**src/hdl/sha1_pkg.sv**
```systemverilog
// Shared types and constants for the SHA-1 message hasher.
// Used by sha1_ctrl, sha1_datapath and the top level; depends on nothing.
package sha1_pkg;

    localparam int WORDS = 5;

    localparam logic [31:0] IV_WORD [WORDS] = '{
        32'h67452301, 32'hefcdab89, 32'h98badcfe, 32'h10325476, 32'hc3d2e1f0
    };

    localparam logic [31:0] K_ROUND [4] = '{
        32'h5a827999, 32'h6ed9eba1, 32'h8f1bbcdc, 32'hca62c1d6
    };

    localparam logic [7:0] PAD_BYTE  = 8'h80;
    localparam logic [5:0] FILL_FULL = 6'd63;
    localparam logic [5:0] FILL_LEN  = 6'd55;  // last slot before the length field
    localparam logic [6:0] LAST_ROUND = 7'd79;
    localparam logic [2:0] LAST_WORD  = 3'd4;

    typedef enum logic [2:0] {
        ST_IDLE,
        ST_PAD80,
        ST_ZERO,
        ST_LEN,
        ST_COMP,
        ST_ADD,
        ST_OUT
    } t_state;

    // where to go once a compression finishes
    typedef enum logic [1:0] {
        RET_IDLE,
        RET_PAD,
        RET_ZERO,
        RET_OUT
    } t_ret;

    typedef enum logic [1:0] {
        SEL_MSG,
        SEL_80,
        SEL_ZERO,
        SEL_LEN
    } t_byte_sel;

    // round function group, one per 20 rounds; also indexes K_ROUND
    typedef enum logic [1:0] {
        FN_CHOOSE,
        FN_PARITY1,
        FN_MAJORITY,
        FN_PARITY2
    } t_round_fn;

    typedef struct packed {
        logic      push;
        t_byte_sel sel;
        logic      count_en;
        logic      load;
        logic      round_en;
        t_round_fn stage;
        logic      add;
        logic      init;
        logic [2:0] word_idx;
    } t_cmd;

    typedef struct packed {
        logic [5:0] fill;
    } t_status;

endpackage

```
**src/hdl/sha1_message_hasher.sv**
```systemverilog
// SHA-1 message hasher, top level: joins sha1_ctrl and sha1_datapath.
// Depends on sha1_pkg, sha1_ctrl, sha1_datapath.
//
// Usage:
//   Slave channel: one request per message byte. tdata = data byte, tuser = byte
//   present, tlast = end of message. A request with tlast and no byte closes the
//   message as it stands (empty message if nothing came before).
//   Master channel: five requests per message, digest words 0..4, tuser = index,
//   tlast on word 4.
// Sequence:
//   The byte that completes a 64-byte block holds tready low through the
//   80 rounds of the single round unit and then the chaining add.
//   After the end request the padding goes in one byte per cycle: (64 - fill)
//   bytes, plus 64 more and a second compression when fill >= 56, then the
//   last compression, then the digest words, one per cycle while m_axis_tready
//   is high.
// Reset and stalls:
//   Reset loads the initial chaining words and clears the bit count. While the
//   receiver holds tready low the current word stays on the bus and no new
//   bytes are taken; after word 4 the block starts a fresh message.
module sha1_message_hasher
    import sha1_pkg::*;
(
    input  logic        i_clk,
    input  logic        i_rst_n,
    input  logic        s_axis_tvalid,
    output logic        s_axis_tready,
    input  logic [7:0]  s_axis_tdata,   // [7:0] data_byte
    input  logic        s_axis_tuser,   // [0] has_byte
    input  logic        s_axis_tlast,   // end_of_message
    output logic        m_axis_tvalid,
    input  logic        m_axis_tready,
    output logic [31:0] m_axis_tdata,   // [31:0] digest_word
    output logic [2:0]  m_axis_tuser,   // [2:0] word_index
    output logic        m_axis_tlast    // last_word
);

    t_cmd    cmd;
    t_status status;

    sha1_ctrl u_ctrl (
        .i_clk       (i_clk),
        .i_rst_n     (i_rst_n),
        .i_in_valid  (s_axis_tvalid),
        .i_has_byte  (s_axis_tuser),
        .i_end       (s_axis_tlast),
        .o_in_ready  (s_axis_tready),
        .o_out_valid (m_axis_tvalid),
        .i_out_ready (m_axis_tready),
        .o_out_last  (m_axis_tlast),
        .i_status    (status),
        .o_cmd       (cmd)
    );

    sha1_datapath u_dp (
        .i_clk         (i_clk),
        .i_rst_n       (i_rst_n),
        .i_cmd         (cmd),
        .i_byte        (s_axis_tdata),
        .o_status      (status),
        .o_digest_word (m_axis_tdata)
    );

    assign m_axis_tuser = cmd.word_idx;

endmodule

```
**src/hdl/sha1_ctrl.sv**
```systemverilog
// Sequencer for the SHA-1 hasher: byte intake, padding, rounds, digest output.
// Depends on sha1_pkg; drives sha1_datapath through t_cmd.
module sha1_ctrl
    import sha1_pkg::*;
(
    input  logic    i_clk,
    input  logic    i_rst_n,
    input  logic    i_in_valid,
    input  logic    i_has_byte,
    input  logic    i_end,
    output logic    o_in_ready,
    output logic    o_out_valid,
    input  logic    i_out_ready,
    output logic    o_out_last,
    input  t_status i_status,
    output t_cmd    o_cmd
);

    t_state     r_state, n_state;
    t_ret       r_ret, n_ret;
    logic [6:0] r_round, n_round;
    logic [2:0] r_word, n_word;

    logic fill_full, fill_len;
    assign fill_full = (i_status.fill == FILL_FULL);
    assign fill_len  = (i_status.fill == FILL_LEN);

    always_ff @(posedge i_clk) begin
        if (!i_rst_n) begin
            r_state <= ST_IDLE;
            r_ret   <= RET_IDLE;
            r_round <= '0;
            r_word  <= '0;
        end else begin
            r_state <= n_state;
            r_ret   <= n_ret;
            r_round <= n_round;
            r_word  <= n_word;
        end
    end

    always_comb begin
        n_state = r_state;
        n_ret   = r_ret;
        n_round = '0;
        n_word  = r_word;
        unique case (r_state)
            ST_IDLE: begin
                if (i_in_valid) begin
                    if (i_has_byte && fill_full) begin
                        n_state = ST_COMP;
                        n_ret   = i_end ? RET_PAD : RET_IDLE;
                    end else if (i_end) begin
                        n_state = ST_PAD80;
                    end
                end
            end
            ST_PAD80, ST_ZERO: begin
                if (fill_full) begin
                    n_state = ST_COMP;
                    n_ret   = RET_ZERO;
                end else if (fill_len) begin
                    n_state = ST_LEN;
                end else begin
                    n_state = ST_ZERO;
                end
            end
            ST_LEN: begin
                if (fill_full) begin
                    n_state = ST_COMP;
                    n_ret   = RET_OUT;
                end
            end
            ST_COMP: begin
                if (r_round == LAST_ROUND) begin
                    n_state = ST_ADD;
                end else begin
                    n_round = r_round + 7'd1;
                end
            end
            ST_ADD: begin
                unique case (r_ret)
                    RET_IDLE: n_state = ST_IDLE;
                    RET_PAD:  n_state = ST_PAD80;
                    RET_ZERO: n_state = ST_ZERO;
                    RET_OUT:  n_state = ST_OUT;
                endcase
            end
            ST_OUT: begin
                if (i_out_ready) begin
                    if (r_word == LAST_WORD) begin
                        n_state = ST_IDLE;
                        n_word  = '0;
                    end else begin
                        n_word = r_word + 3'd1;
                    end
                end
            end
            default: n_state = ST_IDLE;
        endcase
    end

    always_comb begin
        o_cmd          = '0;
        o_cmd.sel      = SEL_MSG;
        o_cmd.word_idx = r_word;
        o_in_ready     = (r_state == ST_IDLE);
        o_out_valid    = (r_state == ST_OUT);
        o_out_last     = (r_state == ST_OUT) && (r_word == LAST_WORD);
        unique case (r_state)
            ST_IDLE: begin
                o_cmd.push     = i_in_valid && i_has_byte;
                o_cmd.count_en = i_in_valid && i_has_byte;
            end
            ST_PAD80: begin
                o_cmd.push = 1'b1;
                o_cmd.sel  = SEL_80;
            end
            ST_ZERO: begin
                o_cmd.push = 1'b1;
                o_cmd.sel  = SEL_ZERO;
            end
            ST_LEN: begin
                o_cmd.push = 1'b1;
                o_cmd.sel  = SEL_LEN;
            end
            ST_COMP: begin
                o_cmd.round_en = 1'b1;
                if (r_round < 7'd20)      o_cmd.stage = FN_CHOOSE;
                else if (r_round < 7'd40) o_cmd.stage = FN_PARITY1;
                else if (r_round < 7'd60) o_cmd.stage = FN_MAJORITY;
                else                      o_cmd.stage = FN_PARITY2;
            end
            ST_ADD: o_cmd.add = 1'b1;
            ST_OUT: o_cmd.init = i_out_ready && (r_word == LAST_WORD);
            default: o_cmd.push = 1'b0;
        endcase
        // the byte that fills a block also seeds the round variables
        o_cmd.load = o_cmd.push && fill_full;
    end

endmodule

```
**src/hdl/sha1_datapath.sv**
```systemverilog
// SHA-1 datapath: 512-bit schedule window, round unit, chaining words, bit count.
// Depends on sha1_pkg; commanded by sha1_ctrl.
module sha1_datapath
    import sha1_pkg::*;
(
    input  logic        i_clk,
    input  logic        i_rst_n,
    input  t_cmd        i_cmd,
    input  logic [7:0]  i_byte,
    output t_status     o_status,
    output logic [31:0] o_digest_word
);

    logic [511:0] r_win;
    logic [31:0]  r_v [WORDS];
    logic [31:0]  r_h [WORDS];
    logic [63:0]  r_count;
    logic [5:0]   r_fill;

    logic [7:0]  push_byte;
    logic [31:0] w0, w2, w8, w13, w_x, w_new;
    logic [31:0] a, b, c, d, e, f, t;

    // window word i sits at bits [511-32*i -: 32]
    assign w0  = r_win[511:480];
    assign w2  = r_win[447:416];
    assign w8  = r_win[255:224];
    assign w13 = r_win[95:64];
    assign w_x   = w13 ^ w8 ^ w2 ^ w0;
    assign w_new = {w_x[30:0], w_x[31]};

    assign a = r_v[0];
    assign b = r_v[1];
    assign c = r_v[2];
    assign d = r_v[3];
    assign e = r_v[4];

    always_comb begin
        unique case (i_cmd.stage)
            FN_CHOOSE:   f = (b & c) | (~b & d);
            FN_MAJORITY: f = (b & c) | (b & d) | (c & d);
            default:     f = b ^ c ^ d;
        endcase
    end

    assign t = {a[26:0], a[31:27]} + f + e + w0 + K_ROUND[i_cmd.stage];

    always_comb begin
        unique case (i_cmd.sel)
            SEL_MSG:  push_byte = i_byte;
            SEL_80:   push_byte = PAD_BYTE;
            SEL_ZERO: push_byte = 8'h00;
            SEL_LEN:  push_byte = r_count[{~r_fill[2:0], 3'b000} +: 8];
        endcase
    end

    always_ff @(posedge i_clk) begin
        if (i_cmd.push) begin
            r_win <= {r_win[503:0], push_byte};
        end else if (i_cmd.round_en) begin
            r_win <= {r_win[479:0], w_new};
        end
    end

    always_ff @(posedge i_clk) begin
        if (i_cmd.load) begin
            for (int i = 0; i < WORDS; i++) r_v[i] <= r_h[i];
        end else if (i_cmd.round_en) begin
            r_v[0] <= t;
            r_v[1] <= a;
            r_v[2] <= {b[1:0], b[31:2]};
            r_v[3] <= c;
            r_v[4] <= d;
        end
    end

    always_ff @(posedge i_clk) begin
        if (!i_rst_n || i_cmd.init) begin
            for (int i = 0; i < WORDS; i++) r_h[i] <= IV_WORD[i];
            r_count <= '0;
            r_fill  <= '0;
        end else begin
            if (i_cmd.add) begin
                for (int i = 0; i < WORDS; i++) r_h[i] <= r_h[i] + r_v[i];
            end
            if (i_cmd.count_en) r_count <= r_count + 64'd8;
            if (i_cmd.push)     r_fill  <= r_fill + 6'd1;
        end
    end

    assign o_status.fill = r_fill;

    always_comb begin
        unique case (i_cmd.word_idx)
            3'd0:    o_digest_word = r_h[0];
            3'd1:    o_digest_word = r_h[1];
            3'd2:    o_digest_word = r_h[2];
            3'd3:    o_digest_word = r_h[3];
            3'd4:    o_digest_word = r_h[4];
            default: o_digest_word = '0;
        endcase
    end

endmodule

```
**config.mk**
```make
export PLATFORM = sky130hd
export DESIGN_NAME = sha1_message_hasher
export DESIGN_NICKNAME = d
export VERILOG_FILES = /design/src/hdl/sha1_pkg.sv /design/src/hdl/sha1_message_hasher.sv /design/src/hdl/sha1_ctrl.sv /design/src/hdl/sha1_datapath.sv
export SDC_FILE = /design/constraint.sdc
export NUM_CORES = 2
export LEC_CHECK = 0
export BUFFER_PORTS_ARGS = -buffer_cell sky130_fd_sc_hd__buf_2
export CAP_MARGIN = 10
export CORE_AREA = 4 4 302 304
export DETAILED_ROUTE_END_ITERATION = 10
export DIE_AREA = 0 0 306 308
export PLACE_DENSITY_LB_ADDON = 0.3
export SLEW_MARGIN = 20
export SYNTH_ARGS = -nofsm -noshare
export SYNTH_HDL_FRONTEND = slang
export SYNTH_SLANG_ARGS = --single-unit
```
**constraint.sdc**
```tcl
create_clock -name i_clk -period 18.7 [get_ports i_clk]
set_input_delay 4.675 -clock i_clk [delete_from_list [all_inputs] [get_ports i_clk]]
set_output_delay 4.675 -clock i_clk [all_outputs]
set_load 0.05 [all_outputs]
```
## Word level (Yosys, flattened, before mapping)

Memories as Yosys holds them, arrays and structs flattened.
Index checks and enable logic that the tools add are counted.

| storage, ports and cells | value |
|---|---|
| input bits | 14 |
| output and inout port bits | 38 |
| register bits | 597 |
| RAM bits | 320 |
| memories kept | 2 |

Memory list:

| name | depth | bits a word | rd ports | clocked after memory_dff | wr ports | line | RTL |
|---|---|---|---|---|---|---|---|
| u_dp.r_h | 5 | 32 | 5 | 0 | 5 | sha1_datapath.sv:16 | `logic [31:0] r_h [WORDS];` |
| u_dp.r_v | 5 | 32 | 5 | 0 | 5 | sha1_datapath.sv:15 | `logic [31:0] r_v [WORDS];` |

| cells by class | value |
|---|---|
| equality and inequality tests | 28 |
| multiplexer cells | 55 |
| add/subtract/negate cells | 13 |
| bitwise operators | 27 |
| shift-type cells | 1 |
| magnitude comparators | 4 |
| reduce and logical (&&, ||, !) cells | 20 |

Operator list:

| operator | number |
|---|---|
| 2-to-1 mux 512 bit | 2 |
| 2-to-1 mux 32 bit | 12 |
| adder 32 bit | 9 |
| case mux 32 bit (5 select lines) | 1 |
| bitwise XOR 32 bit | 5 |
| bitwise AND 32 bit | 4 |
| bitwise OR 32 bit | 3 |
| adder 64 x 4 -> 64 bit (second input constant) | 1 |
| binary-select mux 32 bit (select 2 bit) | 1 |
| case mux 32 bit (2 select lines) | 1 |
| indexed part select 64 x 7 -> 8 bit | 1 |
| NOT 32 bit | 1 |
| case mux 8 bit (4 select lines) | 1 |
| 2-to-1 mux 3 bit | 10 |
| case mux 3 bit (6 select lines) | 1 |
| 2-to-1 mux 1 bit | 16 |
| < comparator 7 x 6 -> 1 bit (second input constant) | 2 |
| equality test 3 x 2 -> 1 bit (second input constant) | 4 |
| equality test 3 bit (second input constant) | 4 |
| equality test 6 bit (second input constant) | 2 |
| 2-to-1 mux 2 bit | 6 |
| inequality test 2 x 1 -> 1 bit (second input constant) | 6 |
| case mux 2 bit (3 select lines) | 2 |
| case mux 3 bit (4 select lines) | 1 |
| other kinds (28) | 52 |

## Logic depth before layout (Yosys ltp)

| logic depth | value |
|---|---|
| word-level depth | 12 |
| depth in mapped cells | 29 |
| gate-level depth less buffers | 25 |

## Cells and area by module

Synthesis repeated with hierarchy kept, for this count alone.

| second synthesis, totals | value |
|---|---|
| cells, all modules | 4,480 |
| area, all modules | 52,689.3 sq um |

By module, submodules not included:

| module | area each (sq um) | cells each | times used |
|---|---|---|---|
| sha1_datapath | 51,754.6 | 4,362 | 1 |
| sha1_ctrl | 934.6 | 118 | 1 |

## Worst setup path before layout

Ideal clock, no wire load.

| timing | value |
|---|---|
| kind | input port to flip-flop |
| start point | input port s_axis_tvalid |
| end point | register u_dp.r_win[0] (enable) |
| stages on the path | 5 |
| data required time | 15.066 ns |
| buffers on the path | 2 |
| library setup time | 3.634 ns |
| setup slack | 1.237 ns |
| arrival time | 13.829 ns |
| path through | nand2_1 > a21o_1 > clkbuf_1 > buf_1 > nand2_1 |

| between the ends | value |
|---|---|
| cells in the longest elaborated chain, start to end | 3 |

Ends and longest elaborated chain:

| item | line | RTL |
|---|---|---|
| start: declaration | sha1_message_hasher.sv:26 | `input logic s_axis_tvalid,` |
| logical AND 1 bit | sha1_ctrl.sv:112 | `o_cmd.push = i_in_valid && i_has_byte;` |
| case mux 1 bit (2 select lines) | sha1_ctrl.sv:110 | `unique case (r_state)` |
| nonzero test 2 bit (no line) | - |  |
| end signal: assignment | sha1_datapath.sv:59 | `r_win <= {r_win[503:0], push_byte};` |
| end signal: assignment | sha1_datapath.sv:61 | `r_win <= {r_win[479:0], w_new};` |
| end: declaration | sha1_datapath.sv:14 | `logic [511:0] r_win;` |

Every way passes these cells.
A chain may end at the register's enable or synchronous reset.

==> flow_results.xml <==
<?xml version="1.0" encoding="UTF-8"?>
<metrics>
  <group name="critical_path">
    <metric name="worst_path_max_delay_cell" unit="">and2_4</metric>
    <metric name="path_max_fanout" unit="">49</metric>
    <metric name="timing.critical_path.arrival" unit="ps">8500</metric>
    <metric name="worst_setup_path_startpoint" unit="">u_ctrl.r_state[0]</metric>
    <metric name="start_kind" unit="">register</metric>
    <metric name="reg2reg_from" unit="">u_ctrl.r_state[0]</metric>
    <metric name="worstPathRequired" unit="ps">19100</metric>
    <metric name="setup.worst_path.class" unit="">register to register</metric>
    <metric name="timing.critical_path.to_type" unit="">register</metric>
    <metric name="critPathMaxStageDelay" unit="ps">690</metric>
  </group>
  <group name="routing">
    <metric name="num_vias" unit="">39400</metric>
    <metric name="detailed_router_s_first_iteration_violation_count" unit="">4209</metric>
    <metric name="detail_route.wl_per_cell" unit="um">19.4</metric>
    <metric name="drtAntennaViolNets" unit="">0</metric>
    <metric name="drt-vias-per-instance" unit="">5.88</metric>
    <metric name="remaining_routing_drc_violations" unit="">0</metric>
    <metric name="count_of_tritonroute_iterations_in_the_first_routing_pass" unit="">7</metric>
    <metric name="drt-total-wl" unit="um">130000</metric>
  </group>
  <group name="global_routing">
    <metric name="grt_pass1_vias" unit="">38000</metric>
    <metric name="grt_start_max_net_pins" unit="">205</metric>
    <metric name="grt_pass1_wl" unit="um">206000</metric>
    <metric name="grt_remaining_overflow" unit="">0</metric>
    <metric name="antenna_found_initial" unit="">1</metric>
    <metric name="tot_gr_track_use" unit="%">27.4</metric>
  </group>
  <group name="timing">
    <metric name="fin_worst_skew" unit="ps">30.7</metric>
    <metric name="setup_total_negative_slack" unit="ps">0</metric>
    <metric name="final_min_period_over_clock_period" unit="%">43.3</metric>
    <metric name="whs" unit="ps">441</metric>
    <metric name="finalMaxSlewViolations" unit="">0</metric>
    <metric name="unrepaired_setup_endpoints_after_global_routing" unit="">no</metric>
    <metric name="relSlewSlack" unit="%">26.0</metric>
    <metric name="final_count_of_negative_setup_slack_endpoints" unit="">0</metric>
    <metric name="slew_of_the_pin_with_the_lowest_slew_margin" unit="ps">1110</metric>
    <metric name="max_freq" unit="MHz">124</metric>
    <metric name="final_period_minus_worst_setup_slack" unit="ps">8090</metric>
    <metric name="report.final.hold_viol_count" unit="">0</metric>
  </group>
  <group name="pwr">
    <metric name="power_per_cell_area" unit="nW/um2">129</metric>
    <metric name="vdd.ir_drop.worst" unit="mV">0.0965</metric>
    <metric name="power_leakage" unit="uW">0.0235</metric>
  </group>
  <group name="floorplan">
    <metric name="design.die.area" unit="um2">94200</metric>
    <metric name="starting_density_of_the_core" unit="%">59.7</metric>
    <metric name="rows" unit="">109</metric>
    <metric name="floorplan.die.height" unit="um">308</metric>
    <metric name="core" unit="um2">88200</metric>
    <metric name="die_x" unit="um">306</metric>
    <metric name="floorplan.io_pins" unit="">52</metric>
  </group>
  <group name="clocking">
    <metric name="cts_setup_buffers" unit="">0</metric>
    <metric name="cts_htree_levels" unit="">3</metric>
    <metric name="clock_insertion_delay_worst_skew" unit="ps">680</metric>
    <metric name="worst_setup_hold_path_clk_slew" unit="ps">60</metric>
    <metric name="cts.repair.resized" unit="">0</metric>
    <metric name="postCtsHoldBufs" unit="">0</metric>
    <metric name="cts_inserted_buffers" unit="">97</metric>
    <metric name="tritoncts" unit="">done</metric>
    <metric name="number_of_clock_sinks" unit="">914</metric>
    <metric name="cts_buffer_depth" unit="">3</metric>
    <metric name="cts.root.buffer_cell" unit="">clkbuf_16</metric>
  </group>
  <group name="final_layout">
    <metric name="seq_area" unit="um2">26600</metric>
    <metric name="layout-drive-gt1-share" unit="%">5.52</metric>
    <metric name="mostFrequentLayoutCell" unit="">nand2_1</metric>
    <metric name="fin_nets" unit="">5807</metric>
    <metric name="nFillCells" unit="">6825</metric>
    <metric name="layout.cells.most_common_list" unit="">nand2_1, edfxtp_1, inv_1, nor2_1, o21ai_0</metric>
    <metric name="area.growth.synth_to_final" unit="%">8.25</metric>
    <metric name="num_antenna_cells" unit="">0</metric>
    <metric name="multiInputGateArea" unit="um2">24400</metric>
  </group>
  <group name="logic_synthesis">
    <metric name="syn-cell-area" unit="um2">52700</metric>
    <metric name="synth_xor_xnor_area_share" unit="%">4.95</metric>
    <metric name="synth-main-ff-cell" unit="">edfxtp_1</metric>
    <metric name="postSynthNetCount" unit="">5855</metric>
    <metric name="synth_adder_area_share" unit="%">9.62</metric>
    <metric name="synth_enable_flop_cells" unit="">832</metric>
    <metric name="total_number_of_yosys_warnings" unit="">0</metric>
    <metric name="dominant_combinational_cell_family_by_area_after_synthesis" unit="">simple AND/OR/NAND/NOR gates</metric>
    <metric name="ys_seq_elements" unit="">914</metric>
    <metric name="postSynth.asyncResetShare" unit="%">0</metric>
    <metric name="synth_cell_type_count" unit="">76</metric>
    <metric name="synth-simple-area-share" unit="%">20.4</metric>
    <metric name="postSynthCellCount" unit="">5511</metric>
    <metric name="yosys-mux-area-fraction" unit="%">1.58</metric>
    <metric name="synth_compound_area_share" unit="%">9.53</metric>
    <metric name="ys_seq_area_share" unit="%">50.5</metric>
    <metric name="synth.avg_cell_area" unit="um2">9.56</metric>
  </group>
  <group name="min_path">
    <metric name="min_from" unit="">u_ctrl.r_round[0]</metric>
    <metric name="hp-class" unit="">register to register</metric>
  </group>
  <group name="place">
    <metric name="dp_hpwl" unit="um">91400</metric>
    <metric name="gp_congestion" unit="">0.954</metric>
    <metric name="port-buffer-count" unit="">51</metric>
  </group>
  <group name="job">
    <metric name="max_cap_violations" unit="">0</metric>
  </group>
  <group name="status">
    <metric name="status" unit="">finished, final reports clean</metric>
  </group>
</metrics>
-- worst max-delay path, delay by kind of cell, from the launching register on --
family	cells	cell delay, ps
xor+xnor	1	140
buf+inv	7	1260
flops	1	390
fa+ha+maj	6	2280
compound gates	9	2040
simple gates	5	1680
-- state kept, by name, summed over array words and instances, names as in the netlist --
register / count
u_ctrl.r_ret: 2
u_ctrl.r_round: 7
u_ctrl.r_state: 3
u_ctrl.r_word: 3
u_dp.o_status: 6
u_dp.r_count: 61
u_dp.r_h: 160
u_dp.r_v: 160
u_dp.r_win: 512
-- power breakdown --
group	switching (uW)	internal [uW]	total (uW)
Clock	832	1090	1920
Combinational	1250	692	1940
Sequential	406	3120	3530
-- through the flow --
step                      area (um2)  total power (uW)  worst slack [ps]  cells  util [%]
after floorplan                52700              5120              1240   5511         -
after global placement         53900              5430             10190   6529      61.1
after detailed placement       53900              5500             10180   6529      61.1
after CTS                      57000              7430             10600   6708      64.6
after global routing           57000              7840             10030   6708      64.6
final                          57000              7380             10610   6708      64.6
-- cell usage after synthesis (12+ instances only) --
cell,n,share of area [%]
nand3_1,78,0.74
nor2b_1,33,0.39
or3_1,27,0.32
nand4_1,36,0.43
a21oi_1,193,1.8
a22oi_1,68,0.97
clkbuf_1,227,1.6
o21a_1,28,0.40
o21ai_0,229,2.2
edfxtp_1,832,47
and4_1,12,0.20
inv_1,235,1.7
mux4_2,13,0.56
mux2_2,31,0.66
a21o_1,91,1.3
and2_1,23,0.27
dfxtp_1,82,3.1
a31oi_1,23,0.27
nand2b_1,31,0.37
o21bai_1,20,0.28
and3_1,29,0.34
nor2_1,234,1.7
a22o_1,22,0.37
fa_1,125,4.7
ha_1,205,4.9
nor3_1,38,0.36
mux2i_1,19,0.36
xnor2_1,178,3.0
xor2_1,120,2.0
o31ai_1,15,0.21
a211oi_1,23,0.33
nand2_1,2054,15
-- layer usage --
layer	global-route usage, %	up-vias	share of wire [%]
li1	-	18700	-
met1	37.8	18900	41
met2	43.7	1590	46
met3	4.31	268	8.3
met4	11.2	2	4.5
met5	0	-	0.0054
-- cell type report --
cell class,count,area share (%)
sequential,914,46.7
multi-input combinational,4124,42.7
tap,1165,2.56
clock inverter,58,0.983
clock buffer,121,4.49
timing repair buffer,91,1.04
inverter,235,1.55
-- cells by family after synthesis --
logic type	count (synthesis)
and+or+nand+nor	2636
AOI/OAI and AO/OA	797
muxes	63
buffers and inverters	473
adders and majority gates	330
xor gates and xnor gates	298
DFF	914
-- worst paths after layout --
| path | cells after the start | slack [ps] | endpoint |
|---|---|---|---|
| setup / recovery | 28 | 10610 | u_dp.r_v[0][31] |
| hold / removal | 1 | 440 | u_ctrl.r_round[0] |
| setup reg to reg | 28 | 10610 | u_dp.r_v[0][31] |
| hold reg to reg | 1 | 440 | u_ctrl.r_round[0] |
(Power assumes the default switching activity.)
